File: src/sv/scre_pkg.sv
`timescale 1ns / 1ps
// Shared types and constants of the sprite column run encoder.
// No dependencies; every other file refers to this package by scoped names.
package scre_pkg;

	localparam int ADDR_W   = 20;
	localparam int COLOR_W  = 16;
	localparam int HEIGHT_W = 9;
	localparam int START_W  = 8;
	localparam int LENGTH_W = 9;
	localparam int COUNT_W  = 8;
	localparam int INDEX_W  = 2;

	typedef enum logic [INDEX_W-1:0] {
		CFG_BACKGROUND = 2'd0,
		CFG_HEIGHT     = 2'd1
	} cfg_reg_t;

	typedef struct packed {
		logic [COLOR_W-1:0]  background;
		logic [HEIGHT_W-1:0] height;
	} cfg_t;

	typedef struct packed {
		logic                store_valid;
		logic [ADDR_W-1:0]   store_address;
		logic [COLOR_W-1:0]  store_pixel;
		logic                run_done;
		logic [START_W-1:0]  run_start;
		logic [LENGTH_W-1:0] run_length;
		logic [ADDR_W-1:0]   run_address;
		logic                column_done;
		logic [COUNT_W-1:0]  column_run_count;
	} result_t;

endpackage

File: src/sv/sprite_column_run_encoder.sv
`timescale 1ns / 1ps
// Top level of the sprite column run encoder: input and result registers around the tracker.
// Depends on scre_pkg, scre_cfg and scre_run_tracker.
//
// Accepts one RGB565 pixel per clock in column order while pixel_stall is low and returns
// exactly one result beat per pixel, from the input register through the result
// register, with the run and column state updated as the pixel moves between them. Sustained
// throughput is one pixel per cycle; result_stall reaches pixel_stall only when both registers
// are full. Pixels equal to the background color are not stored; every other pixel gets the
// next packed store address, wrapping at STORE_WORDS. Runs are reported when they close,
// column counts on the last pixel of a column. Write configuration only while idle.
module sprite_column_run_encoder #(
	parameter int MAX_FRAME_HEIGHT = 256,
	parameter int STORE_WORDS      = 1048576
) (
	input  logic                          clk,
	input  logic                          arst_n,
	input  logic                          cfg_valid,
	output logic                          cfg_ready,
	input  logic [scre_pkg::INDEX_W-1:0]  cfg_index,
	input  logic [scre_pkg::COLOR_W-1:0]  cfg_data,
	input  logic                          pixel_valid,
	output logic                          pixel_stall,
	input  logic [scre_pkg::COLOR_W-1:0]  pixel,
	input  logic                          sheet_start,
	output logic                          result_valid,
	input  logic                          result_stall,
	output logic                          store_valid,
	output logic [scre_pkg::ADDR_W-1:0]   store_address,
	output logic [scre_pkg::COLOR_W-1:0]  store_pixel,
	output logic                          run_done,
	output logic [scre_pkg::START_W-1:0]  run_start,
	output logic [scre_pkg::LENGTH_W-1:0] run_length,
	output logic [scre_pkg::ADDR_W-1:0]   run_address,
	output logic                          column_done,
	output logic [scre_pkg::COUNT_W-1:0]  column_run_count
);

	scre_pkg::cfg_t               cfg;
	scre_pkg::result_t            result;
	scre_pkg::result_t            result_q;
	logic                         valid_s1;
	logic [scre_pkg::COLOR_W-1:0] pixel_s1;
	logic                         sheet_start_s1;
	logic                         out_valid_q;
	logic                         advance;
	logic                         load_s1;

	assign cfg_ready   = 1'b1;
	assign advance     = valid_s1 && (!out_valid_q || !result_stall);
	assign pixel_stall = valid_s1 && !advance;
	assign load_s1     = pixel_valid && !pixel_stall;

	scre_cfg #(
		.MAX_FRAME_HEIGHT(MAX_FRAME_HEIGHT)
	) u_cfg (
		.clk      (clk),
		.arst_n   (arst_n),
		.cfg_valid(cfg_valid),
		.cfg_ready(cfg_ready),
		.cfg_index(cfg_index),
		.cfg_data (cfg_data),
		.cfg      (cfg)
	);

	scre_run_tracker #(
		.MAX_FRAME_HEIGHT(MAX_FRAME_HEIGHT),
		.STORE_WORDS     (STORE_WORDS)
	) u_tracker (
		.clk        (clk),
		.arst_n     (arst_n),
		.advance    (advance),
		.pixel      (pixel_s1),
		.sheet_start(sheet_start_s1),
		.cfg        (cfg),
		.result     (result)
	);

	always_ff @(posedge clk or negedge arst_n) begin
		if (!arst_n) begin
			valid_s1    <= 1'b0;
			out_valid_q <= 1'b0;
		end else begin
			if (load_s1) begin
				valid_s1 <= 1'b1;
			end else if (advance) begin
				valid_s1 <= 1'b0;
			end
			if (advance) begin
				out_valid_q <= 1'b1;
			end else if (!result_stall) begin
				out_valid_q <= 1'b0;
			end
		end
	end

	always_ff @(posedge clk) begin
		if (load_s1) begin
			pixel_s1       <= pixel;
			sheet_start_s1 <= sheet_start;
		end
		if (advance) begin
			result_q <= result;
		end
	end

	assign result_valid     = out_valid_q;
	assign store_valid      = result_q.store_valid;
	assign store_address    = result_q.store_address;
	assign store_pixel      = result_q.store_pixel;
	assign run_done         = result_q.run_done;
	assign run_start        = result_q.run_start;
	assign run_length       = result_q.run_length;
	assign run_address      = result_q.run_address;
	assign column_done      = result_q.column_done;
	assign column_run_count = result_q.column_run_count;

`ifndef NO_ASSERTIONS
	a_no_overwrite: assert property (@(posedge clk) disable iff (!arst_n)
		out_valid_q && result_stall |=> out_valid_q && $stable(result_q))
		else $error("held result beat overwritten");
	a_beat_moves: assert property (@(posedge clk) disable iff (!arst_n)
		advance |=> out_valid_q)
		else $error("advanced beat did not reach result register");
	a_stall_only_when_full: assert property (@(posedge clk) disable iff (!arst_n)
		pixel_stall |-> valid_s1 && out_valid_q && result_stall)
		else $error("input stalled with room available");
`endif

endmodule

File: src/sv/scre_cfg.sv
`timescale 1ns / 1ps
// Configuration registers: background color and clamped column height.
// Depends on scre_pkg.
module scre_cfg #(
	parameter int MAX_FRAME_HEIGHT = 256
) (
	input  logic                                clk,
	input  logic                                arst_n,
	input  logic                                cfg_valid,
	input  logic                                cfg_ready,
	input  logic [scre_pkg::INDEX_W-1:0]        cfg_index,
	input  logic [scre_pkg::COLOR_W-1:0]        cfg_data,
	output scre_pkg::cfg_t                      cfg
);

	localparam int HMAX  = (MAX_FRAME_HEIGHT > 511) ? 511 : MAX_FRAME_HEIGHT;
	localparam int HRST  = (HMAX < 64) ? HMAX : 64;

	logic [scre_pkg::COLOR_W-1:0]  background_q;
	logic [scre_pkg::HEIGHT_W-1:0] height_q;
	logic [scre_pkg::HEIGHT_W-1:0] height_raw;
	logic [scre_pkg::HEIGHT_W-1:0] height_eff;

	// clamp the written height to 1..min(MAX_FRAME_HEIGHT, 511)
	always_comb begin
		height_raw = cfg_data[scre_pkg::HEIGHT_W-1:0];
		height_eff = height_raw;
		if (height_raw == '0) begin
			height_eff = scre_pkg::HEIGHT_W'(1);
		end else if (height_raw > scre_pkg::HEIGHT_W'(HMAX)) begin
			height_eff = scre_pkg::HEIGHT_W'(HMAX);
		end
	end

	always_ff @(posedge clk or negedge arst_n) begin
		if (!arst_n) begin
			background_q <= '0;
			height_q     <= scre_pkg::HEIGHT_W'(HRST);
		end else if (cfg_valid && cfg_ready) begin
			unique case (scre_pkg::cfg_reg_t'(cfg_index))
				scre_pkg::CFG_BACKGROUND: background_q <= cfg_data;
				scre_pkg::CFG_HEIGHT:     height_q     <= height_eff;
				default: ;
			endcase
		end
	end

	assign cfg.background = background_q;
	assign cfg.height     = height_q;

endmodule

File: src/sv/scre_run_tracker.sv
`timescale 1ns / 1ps
// Run and column state with the per-pixel update and result logic.
// Depends on scre_pkg.
module scre_run_tracker #(
	parameter int MAX_FRAME_HEIGHT = 256,
	parameter int STORE_WORDS      = 1048576
) (
	input  logic                         clk,
	input  logic                         arst_n,
	input  logic                         advance,
	input  logic [scre_pkg::COLOR_W-1:0] pixel,
	input  logic                         sheet_start,
	input  scre_pkg::cfg_t               cfg,
	output scre_pkg::result_t            result
);

	localparam int RW  = $clog2(MAX_FRAME_HEIGHT);
	localparam int AW  = $clog2(STORE_WORDS);
	localparam int CW  = (RW + 1 > scre_pkg::HEIGHT_W) ? RW + 1 : scre_pkg::HEIGHT_W;
	localparam int RWX = (RW > scre_pkg::START_W) ? RW : scre_pkg::START_W;
	localparam int AWX = (AW > scre_pkg::ADDR_W) ? AW : scre_pkg::ADDR_W;

	logic                          in_run_q;
	logic [RW-1:0]                 row_q;
	logic [RW-1:0]                 begin_q;
	logic [scre_pkg::LENGTH_W-1:0] cnt_q;
	logic [AW-1:0]                 wp_q;
	logic [AW-1:0]                 base_q;
	logic [scre_pkg::COUNT_W-1:0]  runs_q;

	logic                          run_v;
	logic [RW-1:0]                 row_v;
	logic [scre_pkg::LENGTH_W-1:0] cnt_v;
	logic [AW-1:0]                 wp_v;
	logic [scre_pkg::COUNT_W-1:0]  runs_v;
	logic                          solid;
	logic                          last;
	logic                          close_now;
	logic                          in_run_n;
	logic [RW-1:0]                 row_n;
	logic [RW-1:0]                 begin_n;
	logic [scre_pkg::LENGTH_W-1:0] cnt_n;
	logic [AW-1:0]                 wp_n;
	logic [AW-1:0]                 base_n;
	logic [scre_pkg::COUNT_W-1:0]  runs_inc;
	logic [scre_pkg::COUNT_W-1:0]  runs_n;
	logic [RWX-1:0]                begin_x;
	logic [AWX-1:0]                wp_x;
	logic [AWX-1:0]                base_x;

	always_comb begin
		// sheet start clears the open run, position, pointer and counts before this pixel
		run_v  = in_run_q & ~sheet_start;
		row_v  = sheet_start ? '0 : row_q;
		cnt_v  = sheet_start ? '0 : cnt_q;
		wp_v   = sheet_start ? '0 : wp_q;
		runs_v = sheet_start ? '0 : runs_q;

		solid = (pixel != cfg.background);
		last  = (CW'(row_v) + CW'(1)) >= CW'(cfg.height);

		begin_n = begin_q;
		base_n  = base_q;
		cnt_n   = cnt_v;
		wp_n    = wp_v;
		if (solid) begin
			if (!run_v) begin
				begin_n = row_v;
				base_n  = wp_v;
				cnt_n   = '0;
			end
			wp_n = (wp_v == AW'(STORE_WORDS - 1)) ? '0 : wp_v + AW'(1);
			if (cnt_n != '1) begin
				cnt_n = cnt_n + scre_pkg::LENGTH_W'(1);
			end
		end

		close_now = (!solid && run_v) || (last && solid);
		in_run_n  = solid && !last;
		runs_inc  = runs_v;
		if (close_now && runs_v != '1) begin
			runs_inc = runs_v + scre_pkg::COUNT_W'(1);
		end
		runs_n = last ? '0 : runs_inc;
		row_n  = last ? '0 : row_v + RW'(1);

		begin_x = RWX'(begin_n);
		wp_x    = AWX'(wp_v);
		base_x  = AWX'(base_n);

		result                  = '0;
		result.store_valid      = solid;
		result.store_address    = solid ? wp_x[scre_pkg::ADDR_W-1:0] : '0;
		result.store_pixel      = solid ? pixel : '0;
		result.run_done         = close_now;
		result.run_start        = close_now ? begin_x[scre_pkg::START_W-1:0] : '0;
		result.run_length       = close_now ? cnt_n : '0;
		result.run_address      = close_now ? base_x[scre_pkg::ADDR_W-1:0] : '0;
		result.column_done      = last;
		result.column_run_count = last ? runs_inc : '0;
	end

	always_ff @(posedge clk or negedge arst_n) begin
		if (!arst_n) begin
			in_run_q <= 1'b0;
			row_q    <= '0;
			begin_q  <= '0;
			cnt_q    <= '0;
			wp_q     <= '0;
			base_q   <= '0;
			runs_q   <= '0;
		end else if (advance) begin
			in_run_q <= in_run_n;
			row_q    <= row_n;
			begin_q  <= begin_n;
			cnt_q    <= cnt_n;
			wp_q     <= wp_n;
			base_q   <= base_n;
			runs_q   <= runs_n;
		end
	end

`ifndef NO_ASSERTIONS
	a_close_solid_only_at_end: assert property (@(posedge clk) disable iff (!arst_n)
		advance && result.run_done && result.store_valid |-> result.column_done)
		else $error("solid pixel closed a run before column end");
	a_run_nonempty: assert property (@(posedge clk) disable iff (!arst_n)
		advance && result.run_done |-> result.run_length != '0)
		else $error("empty run reported");
	a_column_rewinds: assert property (@(posedge clk) disable iff (!arst_n)
		advance && result.column_done |=> row_q == '0 && runs_q == '0 && !in_run_q)
		else $error("column end did not rewind state");
	a_open_after_store: assert property (@(posedge clk) disable iff (!arst_n)
		advance && result.store_valid && !result.column_done |=> in_run_q && cnt_q != '0)
		else $error("stored pixel left no open run");
`endif

endmodule

File: config.mk
export PLATFORM = sky130hd
export DESIGN_NAME = sprite_column_run_encoder
export DESIGN_NICKNAME = d
export VERILOG_FILES = /design/src/sv/scre_pkg.sv /design/src/sv/sprite_column_run_encoder.sv /design/src/sv/scre_cfg.sv /design/src/sv/scre_run_tracker.sv
export SDC_FILE = /design/constraint.sdc
export NUM_CORES = 1
export LEC_CHECK = 0
export ABC_AREA = 1
export BUFFER_PORTS_ARGS = -buffer_cell sky130_fd_sc_hd__clkbuf_2
export CORE_ASPECT_RATIO = 0.75
export CORE_UTILIZATION = 59
export DETAILED_ROUTE_END_ITERATION = 16
export PLACE_DENSITY_LB_ADDON = 0.1
export RECOVER_POWER = 100
export SYNTH_ARGS = -nofsm -noshare
export SYNTH_HDL_FRONTEND = slang
export SYNTH_SLANG_ARGS = --single-unit
File: constraint.sdc
create_clock -name clk -period 8.17 [get_ports clk]
set_clock_uncertainty 0.2 [all_clocks]
set_input_delay 0 -clock clk [delete_from_list [all_inputs] [get_ports clk]]
set_output_delay 0 -clock clk [all_outputs]
set_load 0.03 [all_outputs]
# Word-level counts from Yosys, hierarchy flattened
# Index checks and enable logic that the tools add are counted.
# word_totals
n_memories,0
reg_bits,202
romBits,0
input_bits,40
mem_bits_rw,0
latchBits,0
output_inout_bits,87
# classes
bitwise,2
div_mod_pow,0
mux,23
reduce_logical,20
n_lt_le_gt_ge,2
n_eq_ne,6
shifts,0
n_addsub,5
multipliers,0
# ops
operator,n
$mux 20,5
$mux 9,7
$mux 8,7
$add 20x1->20 const B,1
$eq 20x20->1 const B,1
$add 8x1->8 const B,2
$ne 16x16->1,1
$add 8x1->9 const B,1
$add 9x1->9 const B,1
$ge 9x9->1,1
$gt 9x9->1 const B,1
$logic_not 9->1,1
$ne 9x9->1 const B,1
$ne 8x8->1 const B,1
$logic_and 1x1->1,7
$logic_not 1->1,6
$mux 1,4
$reduce_and 2->1,2
$eq 2x1->1 const B,1
$logic_not 2->1,1
$logic_or 1x1->1,2
$ne 2x1->1 const B,1
$reduce_bool 2->1,1
$and 1x1->1,1
$not 1->1,1

# Logic depth before layout (Yosys ltp)
# Gate-level depths: netlist of run 1.
# depth
word_depth,8
depth_mapped,22
mapped_depth_nobuf,21

# Hierarchy
# From an unflattened synthesis of run 1, not the netlist that was laid out.
# hier_totals
cells_unflattened,1200
hier_area_um2,10239.8
# modules_own_cells
mod,cells_each,area_per_inst_um2,instances,seq_area_each_um2
scre_run_tracker,990,6053.3,1,1851.8
sprite_column_run_encoder,115,3139.3,1,3083.0
scre_cfg,95,1047.3,1,626.9

# Least setup slack after synthesis of run 1
# Ideal clock, no wire load.
# synth_timing
path_type,flip-flop to flip-flop
start,"register out_valid_q, in the netlist result_valid"
end,"register result_q, in the netlist column_done, enable pin"
synth_period_minus_slack_ns,4.250
n_path_buf,2
setup_time_ns,0.481
path_slack_ns,3.920
stages_incl_launch_ff,6
t_arrival_ns,3.569
required_time_ns,7.489
cell_sequence,dfrtp_1 > nand2_1 > nand2_1 > inv_1 > clkbuf_1 > clkbuf_1
# synth_between
elab_chain_cells,3
# synth_rtl
item,line,source
start: declaration,sprite_column_run_encoder.sv:45,logic out_valid_q;
start signal: assignment,sprite_column_run_encoder.sv:82,out_valid_q <= 1'b0;
start signal: assignment,sprite_column_run_encoder.sv:90,out_valid_q <= 1'b1;
start signal: assignment,sprite_column_run_encoder.sv:92,out_valid_q <= 1'b0;
$logic_not 1->1,sprite_column_run_encoder.sv:50,assign advance = valid_s1 && (!out_valid_q || !result_stall);
$logic_or 1x1->1,sprite_column_run_encoder.sv:50,
$logic_and 1x1->1,sprite_column_run_encoder.sv:50,
via advance,sprite_column_run_encoder.sv:46,logic advance;
end signal: assignment,sprite_column_run_encoder.sv:103,result_q <= result;
end: declaration,sprite_column_run_encoder.sv:41,scre_pkg::result_t result_q;
# The timed path passes the listed nets, and every way through them passes these cells.
# A chain may end at the register's enable or synchronous reset.

# Worst setup path in the final report of run 1
# layout_timing
start,"register out_valid_q, in the netlist result_valid"
end,register u_tracker.wp_q[1]
# layout_between
elab_chain_cells,3
# layout_rtl
item,line,source
$logic_not 1->1,sprite_column_run_encoder.sv:50,
$logic_or 1x1->1,sprite_column_run_encoder.sv:50,
$logic_and 1x1->1,sprite_column_run_encoder.sv:50,
end signal: assignment,scre_run_tracker.sv:117,wp_q <= wp_n;
end: declaration,scre_run_tracker.sv:27,logic [AW-1:0] wp_q;
# No other way between the ends.

==> metrics, run 1 <==
count of standard-cell rows 40; clock tree from TritonCTS done; mean area per synthesized cell 8.48 um2; number of top-level design ports 127; Pre-antenna DRT Iters 13; Mapped Nets 1236; effective utilization at floorplan 0.615; setup-violating endpoint count in the final report 0; Layout Nets 1396; final worst path period need 5.56 ns; final critical-path setup slack 2.61 ns; largest area contributor in the synthesized netlist edfxtp_1; largest fanout of any net on the critical path 88; 1st-iter DRT viols 588; worst-path cell chain nand2_1, nand2_2, buf_4, clkinvlp_2, buf_4, nand2_1, inv_1, o21ai_0; Synth area leaders edfxtp_1 (30%), dfrtp_1 (25%), nand2_1 (15%); top-area cell type share of the netlist area 0.302; aggregate global-route resource usage 0.269; critical path class flip-flop to flip-flop; endpoint kind of the worst setup timing path flip-flop; core region area 16300 um2; FF+latch count, synth 202; total of warnings raised by yosys 0; gp weighted congestion 0.846; die area 17500 um2; number of vias per cell 5.27; final global-route overflow total 0; VDD IR max 0.207 mV; number of buffers inserted during clock tree synthesis 20; Die X-Extent 153 um; Resized cells post-CTS 0; die span in y 115 um; wire length of the first global-routing pass 37.8 mm; Post-CTS Setup Inserts 0; class of the worst hold path input pin to flip-flop; setup repair after global routing missed its margin false; number of antenna cells inserted 0; violations in the final reports DRC, capacitance limit, slew limit; maximum number of pins on one net before global-route repair 89; Final period util 0.681; worst-case headroom to the max-slew limit -1.39; longest individual stage delay on the worst path 2.50 ns; antenna-violating nets left 0; vias after detailed routing 8259; Final Total Pwr 2.66 mW; count of distinct cell types in the synthesized netlist 41; beginning of the critical path result_valid$_DFFE_PN0P_; leakage power 5.58 nW; average wire per standard cell 14.6 um; number of global-route vias before repair 7666; Routed WL 22.9 mm; CP max-delay cell clkinvlp_2; clock root buffer master clkbuf_16; Final TNS setup 0 ns; clock input transition at the sequential cells of the worst setup and hold paths 0.06 ns; critical register-to-register path startpoint result_valid$_DFFE_PN0P_; hold path startpoint pixel[6]; initial antenna violation count 0; hold-fix buffer count after cts 51; number of H-tree levels 1; final count of pins violating max slew 309; area delta synth->final 17.2%; worst skew pair latency 0.50 ns; fill count 1327; maximum clock path buffer count 3; # DRC 1; Setup crit start kind flip-flop; power density normalized to cell area 227 nW/um2; peak clock frequency supported by timing 180 MHz; endpoint required time on the critical path 8.39 ns; post-placement setup slack 4.05 ns; combined area of all synthesized cells 10000 um2; number of hold-slack violations in the final timing report 0; Final HPWL DP 14.3 mm; layout cells sized above 1 0.0840; clock net sink count 202; Synth Instances 1183; critical path data arrival time 5.78 ns; share of synthesized area occupied by flip-flops and latches 0.555; outcome finished, violations left; pin slew with the least headroom to its limit 3.59 ns; max-capacitance violation count 6; number of input and output port buffers inserted 125
-- layer usage --
metal,share of wire,vias to the layer above,global-route usage
met5,0,-,0
met4,0.015,0,0.0532
met3,0.045,29,0.0305
met2,0.46,214,0.439
met1,0.48,3953,0.398
li1,-,4063,-
-- layout by cell type (no fill, tap or decap), types with 2 or more instances in the layout --
master	count
buf_4	4
nor4_1	2
nor3_2	2
nand3_4	2
a21oi_1	15
clkbuf_1	93
nand2_1	400
inv_1	159
bufinv_16	3
nand2_2	12
edfxtp_1	101
clkinv_2	4
nand4_1	17
nand3_1	52
clkbuf_2	37
nor2_1	115
nor3_4	2
ha_1	13
dlygate4sd3_1	50
nand3_2	4
nor2_2	12
clkinvlp_2	2
xnor2_1	5
o21ai_1	20
nand2_4	2
nor3_1	8
o21ai_0	56
o22ai_1	11
xor2_1	15
clkbuf_16	20
a31oi_1	4
dfrtp_1	100
clkinv_1	4
-- stage by stage --
step | std cells | util | instance area, um2 | hold WS (ns)
after floorplan | 1183 | - | 10000 | -0.496
after global placement | 1480 | 0.657 | 10700 | -0.196
after detailed placement | 1480 | 0.657 | 10700 | -0.192
after CTS | 1567 | 0.730 | 11900 | 0.000892
after global routing | 1567 | 0.720 | 11800 | 0.0187
final | 1567 | 0.720 | 11800 | 0.0137
-- flip-flops by register name, indices dropped and copies added, names as in the netlist --
name,count
run_address,20
store_address,20
u_tracker.base_q,20
u_tracker.wp_q,20
pixel_s1,16
store_pixel,16
u_cfg.background_q,16
run_length,9
u_cfg.height_q,9
u_tracker.cnt_q,9
column_run_count,8
run_start,8
u_tracker.begin_q,8
u_tracker.row_q,8
u_tracker.runs_q,8
column_done,1
result_valid,1
run_done,1
sheet_start_s1,1
store_valid,1
u_tracker.in_run_q,1
valid_s1,1
-- critical path, delay by kind of cell (launching register included) --
family / cells / cell delay [ns]
AOI/OAI and AO/OA: 1 / 0.13
DFF: 1 / 0.34
and+or+nand+nor: 3 / 0.41
buffers and inverters: 4 / 4.35
-- power breakdown --
group	switching (mW)	internal, mW
Combinational	0.345	0.126
Sequential	0.0562	1.19
Clock	0.389	0.557
-- final timing paths --
path | to | slack, ns | cells past startpoint
setup / recovery | u_tracker.wp_q[1]$_DFFE_PN0P_ | 2.61 | 8
min in group asynchronous | u_cfg.background_q[12]$_DFFE_PN0P_ | 1.20 | 4
max in group asynchronous | u_cfg.background_q[4]$_DFFE_PN0P_ | 3.91 | 4
hold / removal | pixel_s1[6]$_DFFE_PP_ | 0.01 | 2
hold reg to reg | u_tracker.base_q[11]$_DFFE_PN0P_ | 0.28 | 2
setup reg to reg | u_tracker.wp_q[1]$_DFFE_PN0P_ | 2.61 | 8
-- cells by family after synthesis --
| kind of cell | count (synthesis) | synth area share |
|---|---|---|
| AO/OA/AOI/OAI | 108 | 0.0568 |
| XOR/XNOR | 20 | 0.0175 |
| adder cells (fa/ha/maj) | 13 | 0.0162 |
| buffers and inverters | 207 | 0.0865 |
| flip-flops | 202 | 0.555 |
| other | 1 | 0.000374 |
| AND/OR/NAND/NOR | 632 | 0.268 |
-- synthesized netlist by cell type (all sizes together) --
library cell / number
nand3: 58
nand2: 414
nand4: 17
clkbuf: 12
and3: 1
dfrtp: 100
xnor2: 5
ha: 13
a21o: 1
o22ai: 11
a31oi: 4
dfstp: 1
a22o: 1
edfxtp: 101
buf: 31
nor4: 2
xor2: 15
inv: 162
nor2: 128
a21oi: 15
conb: 1
o21ai: 76
nor3: 12
clkinv: 2
-- cell type report --
class	instances	area (um2)	area share
flip-flops and latches	202	5560	0.473
multi-input cells	774	3580	0.305
repair buffers	181	1050	0.0896
inverters	164	619	0.0527
clock buffers	24	526	0.0447
well taps	210	263	0.0224
clock inverters	12	149	0.0127
Note: power is estimated with default switching activity, not from simulation.
==> inputs of run 2 (changes only) <==
--- a/config.mk
+++ b/config.mk
@@ -8,7 +8,7 @@
 export ABC_AREA = 1
 export BUFFER_PORTS_ARGS = -buffer_cell sky130_fd_sc_hd__clkbuf_2
 export CORE_ASPECT_RATIO = 0.75
-export CORE_UTILIZATION = 59
+export CORE_UTILIZATION = 53
 export DETAILED_ROUTE_END_ITERATION = 16
 export PLACE_DENSITY_LB_ADDON = 0.1
 export RECOVER_POWER = 100
==> constraint.sdc (replaced) <==
create_clock -name clk -period 4.7 [get_ports clk]
set_clock_uncertainty 0.2 [all_clocks]
set_input_delay 0 -clock clk [delete_from_list [all_inputs] [get_ports clk]]
set_output_delay 0 -clock clk [all_outputs]
set_load 0.03 [all_outputs]
==> run 2 against run 1 <==
Against the previous run:
- the flow finishes with violations (capacitance limit, slew limit)
- highest routed layer unchanged
- global-route usage fell by 2.6 points
- first-iteration DRC count increased by 0.51%
- critical path depth rose by 4
- combinational power grew 75%
- critical path type unchanged
- setup slack got worse by 2.0 ns
- sequential cell count stayed put
- critical endpoint unchanged
- die area grew 11%
- total power up 77%
- non-clock buffer count up 5
==> metrics, run 2 (synthesized netlist as in run 1, its figures left out) <==
outcome finished, violations left; violations in the final reports capacitance limit, slew limit; clock net sink count 202 (unchanged); top library cells by usage in the layout, fill and taps aside nand2_1 (401), inv_1 (159), nor2_1 (114); switching power share of the total 0.295 (-0.00183); beginning of the critical path pixel_s1[13]$_DFFE_PP_; number of buffers inserted during clock tree synthesis 22 (+10%); endpoint kind of the worst setup timing path flip-flop; final critical-path setup slack 0.619 ns (-1.99 ns); Final Instance Count excl. Fillers 1613 (+2.9%); standard cell area after detailed placement 10800 um2 (+0.90%); clock input transition at the sequential cells of the worst setup and hold paths 0.06 ns (about the same); clock root buffer master clkbuf_16; die area 19500 um2 (+11%); Pre-antenna DRT Iters 5 (-8); placed cell count 1522 (+2.8%); final global-route overflow total 0 (unchanged); hold path startpoint pixel[6]; wire length of the first global-routing pass 37.9 mm (+0.50%); effective utilization at floorplan 0.542 (-0.0728); number of global-route vias before repair 7661 (-0.065%); number of cells on the worst reg-to-reg path 12 (+4); VDD IR max 0.292 mV (+42%); number of input and output port buffers inserted 125 (unchanged); Reg power frac 0.459 (-0.009); number of hold-slack violations in the final timing report 0 (unchanged); final worst path period need 4.08 ns (-1.48 ns); Resized cells post-CTS 0 (unchanged); peak clock frequency supported by timing 245 MHz (+36%); vias after detailed routing 8181 (-0.94%); Routed WL 23.0 mm (+0.14%); fill count 1641 (+24%); worst skew pair latency 0.50 ns (about the same); number of vias per cell 5.07 (-3.8%); Layout Nets 1403 (+0.50%); gp weighted congestion 0.896 (+5.9%); maximum number of pins on one net before global-route repair 105 (+18%); critical path class flip-flop to flip-flop; power density normalized to cell area 396 nW/um2 (+75%); worst-case headroom to the max-slew limit -0.891 (+0.503); # DRC 0 (-1); clock tree from TritonCTS done; pin slew with the least headroom to its limit 2.84 ns (-0.755 ns); antenna-violating nets left 0 (unchanged); setup repair after global routing missed its margin false; relative contribution of the clock network to total power 0.366 (+0.011); area occupied by registers 5560 um2 (unchanged); post-placement setup slack 0.835 ns (-3.21 ns); WHS Path Cells 2 (unchanged); die span in y 121 um (+5.4%); count of standard-cell rows 43 (+7.5%); class of the worst hold path input pin to flip-flop; Post-CTS Setup Inserts 0 (unchanged); average wire per standard cell 14.2 um (-2.7%); critical path data arrival time 4.30 ns (-1.48 ns); most frequent standard cell in the layout excluding fill and tap cells nand2_1; number of H-tree levels 1 (unchanged); Final Total Pwr 4.71 mW (+77%); maximum clock path buffer count 3 (unchanged); Setup crit start kind flip-flop; setup-violating endpoint count in the final report 0 (unchanged); sw power 1.39 mW (+76%); area delta synth->final 18.6%; multi-input combinational cell area 3590 um2 (+0.14%); internal power contribution 3.32 mW (+77%); Design Area, Final 11900 um2 (+1.2%); leakage power 5.64 nW (+1.1%); max-capacitance violation count 3 (-3); layout cells sized above 1 0.0900 (+0.00604); Logic pwr share 0.175 (-0.002); core region area 18500 um2 (+13%); endpoint required time on the critical path 4.92 ns (-3.47 ns); Final TNS setup 0 ns (unchanged); largest fanout of any net on the critical path 45 (-49%); number of top-level design ports 127 (unchanged); 1st-iter DRT viols 591 (+0.51%); Die X-Extent 161 um (+5.4%); critical register-to-register path startpoint pixel_s1[13]$_DFFE_PP_; aggregate global-route resource usage 0.243 (-0.0260); number of antenna cells inserted 0 (unchanged); Final period util 0.868 (+0.188); final count of pins violating max slew 149 (-52%); Final HPWL DP 15.0 mm (+4.8%); initial antenna violation count 0 (unchanged)
run 2: cell count changes in the layout (fill, tap and decap cells not counted), sizes merged:
cell      change
clkbuf        +6
buf           +3
clkinvlp      -2
inv           +2
bufinv        -1
clkinv        +1
run 2: final timing paths:
| kind | slack (ns) | to |
|---|---|---|
| setup / recovery | 0.62 | u_tracker.wp_q[1]$_DFFE_PN0P_ |
| hold / removal | 0.02 | pixel_s1[6]$_DFFE_PP_ |
| setup reg to reg | 0.62 | u_tracker.wp_q[1]$_DFFE_PN0P_ |
| hold reg to reg | 0.28 | u_tracker.base_q[10]$_DFFE_PN0P_ |
| max in group asynchronous | 1.19 | u_cfg.background_q[13]$_DFFE_PN0P_ |
| min in group asynchronous | 1.48 | u_tracker.runs_q[0]$_DFFE_PN0P_ |
run 2: power by group through the flow:
stage | registers, mW | logic, mW | clock network, mW
2_1_floorplan | 2.32 | 0.444 | 0
3_3_place_gp | 2.19 | 0.792 | 0
3_5_place_dp | 2.19 | 0.807 | 0
4_1_cts | 2.16 | 0.856 | 1.75
6_report | 2.16 | 0.823 | 1.72
5_1_grt | 2.18 | 0.919 | 1.81
run 2: metal layers:
metal	global-route usage	vias up	wire length [um]
met2	0.375	202	10200
li1	-	4091	-
met3	0.0318	34	1060
met1	0.364	3854	11200
met4	0.0637	0	442
met5	0	-	0
run 2: per-stage QoR:
step	util	hold slack, ns
6_report	0.642	0.0159
5_1_grt	0.642	0.00461
2_1_floorplan	-	-0.496
3_3_place_gp	0.584	-0.120
4_1_cts	0.652	0.00209
3_5_place_dp	0.584	-0.113
run 2: worst max-delay path, stage by stage, from the launching register on:
cell      delay [ns]
edfxtp_1        0.40
nand2_1         0.09
nand2_1         0.05
nor2_1          0.09
nand2_1         0.10
nor2_2          0.22
nand2_1         0.95
inv_1           1.05
buf_4           0.37
nand2_1         0.09
nand2_1         0.09
inv_1           0.11
o21ai_0         0.16
run 2: final cells by class:
class / count / area share
sequential: 202 / 0.468
clock inverter: 12 / 0.00926
inverter: 164 / 0.0522
tap: 247 / 0.0260
timing repair buffer: 186 / 0.0914
multi-input combinational: 774 / 0.302
clock buffer: 28 / 0.0517
run 2: what timing repair did:
item / CTS / global route
setup endpoints to repair: 0 / 0
endpoints found under the hold margin: 102 / 0
hold buffers: 51 / 0
==> inputs of run 3 (changes only) <==
--- a/config.mk
+++ b/config.mk
@@ -9,9 +9,9 @@
 export BUFFER_PORTS_ARGS = -buffer_cell sky130_fd_sc_hd__clkbuf_2
 export CORE_ASPECT_RATIO = 0.75
 export CORE_UTILIZATION = 53
+export CTS_BUF_LIST = sky130_fd_sc_hd__clkbuf_8 sky130_fd_sc_hd__clkbuf_16
 export DETAILED_ROUTE_END_ITERATION = 16
 export PLACE_DENSITY_LB_ADDON = 0.1
-export RECOVER_POWER = 100
 export SYNTH_ARGS = -nofsm -noshare
 export SYNTH_HDL_FRONTEND = slang
 export SYNTH_SLANG_ARGS = --single-unit
==> run 3 against run 2 <==
Against the previous run:
- the flow now finishes without violations
- global-route usage stayed put
- count of clock-buffer cells in the layout is 3 lower
- setup slack better by 0.19 ns
- non-clock buffer count stayed put
- largest cell class unchanged
- largest power group unchanged
==> metrics, run 3 (synthesized netlist as in run 1, its figures left out) <==
Pre-antenna DRT Iters 5 (unchanged); class of the worst hold path input pin to flip-flop; largest fanout of any net on the critical path 31 (-31%); critical path class flip-flop to flip-flop; setup-violating endpoint count in the final report 0 (unchanged); gp weighted congestion 0.896 (unchanged); Routed WL 22.9 mm (-0.21%); Layout Nets 1403 (unchanged); die span in y 121 um (unchanged); number of antenna cells inserted 0 (unchanged); area delta synth->final 20.3%; number of H-tree levels 1 (unchanged); final count of pins violating max slew 0 (-100%); worst-path cell chain nor2_1, ha_1, nand4_1, nor2_1, nand2_1, xor2_1, inv_1, ha_1, a21o_1, nand2_1, nand2_1, inv_1, nand2_1, nand2_1, nand2_1, buf_4, nand2_1, inv_1; CP max-delay cell edfxtp_1; number of hold-slack violations in the final timing report 0 (unchanged); maximum number of pins on one net before global-route repair 105 (unchanged); longest individual stage delay on the worst path 0.50 ns (-0.55 ns); clock net sink count 202 (unchanged); final critical-path setup slack 0.805 ns (+0.186 ns); clock input transition at the sequential cells of the worst setup and hold paths 0.06 ns (about the same); worst skew pair latency 0.50 ns (about the same); pin slew with the least headroom to its limit 1.07 ns (-1.77 ns); power density normalized to cell area 392 nW/um2 (-1.0%); maximum clock path buffer count 3 (unchanged); Final HPWL DP 15.0 mm (unchanged); Resized cells post-CTS 0 (unchanged); core region area 18500 um2 (unchanged); Post-CTS Setup Inserts 0 (unchanged); setup repair after global routing missed its margin false; Setup crit start kind flip-flop; effective utilization at floorplan 0.542 (unchanged); aggregate global-route resource usage 0.243 (unchanged); max-capacitance violation count 0 (-3); wire length of the first global-routing pass 37.9 mm (unchanged); count of standard-cell rows 43 (unchanged); post-placement setup slack 0.835 ns (unchanged); Final TNS setup 0 ns (unchanged); CP Buf/Inv Count 4 (+1); endpoint required time on the critical path 4.76 ns (-0.16 ns); worst-case headroom to the max-slew limit 0.285 (+1.18); vias after detailed routing 8207 (+0.32%); die area 19500 um2 (unchanged); number of global-route vias before repair 7661 (unchanged); top library cells by usage in the layout, fill and taps aside nand2_1 (399), inv_1 (161), clkbuf_2 (124); number of vias per cell 5.09 (+0.32%); outcome finished, final reports clean; final global-route overflow total 0 (unchanged); Die X-Extent 161 um (unchanged); 1st-iter DRT viols 610 (+3.2%); Crit path top cell by count nand2_1; number of top-level design ports 127 (unchanged); final worst path period need 3.90 ns (-0.186 ns); cell family contributing the most delay on the critical path simple AND/OR/NAND/NOR gates; Final period util 0.829 (-0.0396); peak clock frequency supported by timing 257 MHz (+4.8%); number of buffers inserted during clock tree synthesis 22 (unchanged); critical path data arrival time 3.95 ns (-0.35 ns); initial antenna violation count 0 (unchanged); number of input and output port buffers inserted 125 (unchanged); clock tree from TritonCTS done; antenna-violating nets left 0 (unchanged); layout cells sized above 1 0.160 (+0.0703); VDD IR max 0.292 mV (-0.19%); endpoint kind of the worst setup timing path flip-flop; most frequent standard cell in the layout excluding fill and tap cells nand2_1; average wire per standard cell 14.2 um (-0.21%); # DRC 0 (unchanged); leakage power 5.95 nW (+5.5%); clock root buffer master clkbuf_16
-- run 3: cell count changes in the layout (fill, tap and decap cells not counted), moves of 2 or more --
| cell | delta |
|---|---|
| clkbuf_1 | -94 |
| clkbuf_2 | +87 |
| o21ai_0 | -9 |
| o21ai_1 | +8 |
| buf_4 | +3 |
| inv_1 | +2 |
| nand2_1 | -2 |
| nand2_2 | +2 |
-- run 3: layout make-up --
class,instances,area [um2]
multi-input combinational,774,3600
sequential,202,5560
clock buffer,25,603
clock inverter,15,121
timing repair buffer,186,1240
fill,1583,6440
inverter,164,624
tap,247,309
-- run 3: what timing repair did --
action,CTS,global route
hold buffers,51,0
endpoints found under the hold margin,102,0
setup endpoints to repair,0,0
-- run 3: path summary, 6_finish.rpt --
kind                       slack [ns]                              end                             from  depth (start not counted)
min in group asynchronous        0.38  u_tracker.runs_q[4]$_DFFE_PN0P_                           arst_n                          4
hold reg to reg                  0.28  u_tracker.runs_q[0]$_DFFE_PN0P_  u_tracker.runs_q[0]$_DFFE_PN0P_                          2
setup reg to reg                 0.80      run_length[8]$_SDFFCE_PN0P_         sheet_start_s1$_DFFE_PP_                         18
hold / removal                   0.02            pixel_s1[6]$_DFFE_PP_                         pixel[6]                          2
setup / recovery                 0.80      run_length[8]$_SDFFCE_PN0P_         sheet_start_s1$_DFFE_PP_                         18
max in group asynchronous        3.27   u_tracker.cnt_q[0]$_DFFE_PN0P_                           arst_n                          4
-- run 3: through the flow --
step / utilization / power (mW) / hold WS [ns] / instance area [um2] / cells
after floorplan: - / 2.76 / -0.496 / 10000 / 1183
after global placement: 0.584 / 2.98 / -0.120 / 10800 / 1522
after detailed placement: 0.584 / 3.00 / -0.113 / 10800 / 1522
after CTS: 0.652 / 4.76 / 0.00209 / 12100 / 1613
after global routing: 0.652 / 4.93 / 0.00461 / 12100 / 1613
final: 0.652 / 4.73 / 0.0165 / 12100 / 1613
-- run 3: per-layer routing --
layer / vias to the layer above / track usage / part of all wire
met1: 3854 / 0.364 / 0.48
met2: 231 / 0.375 / 0.45
met3: 37 / 0.0318 / 0.052
li1: 4085 / - / -
met5: - / 0 / 0
met4: 0 / 0.0637 / 0.021
-- run 3: power by group --
group | internal (mW) | leakage (nW) | switching (mW) | total, mW
sequential | 2.06 | 2.32 | 0.0966 | 2.16
combinational | 0.249 | 3.26 | 0.605 | 0.854
clock | 1.03 | 0.375 | 0.689 | 1.72
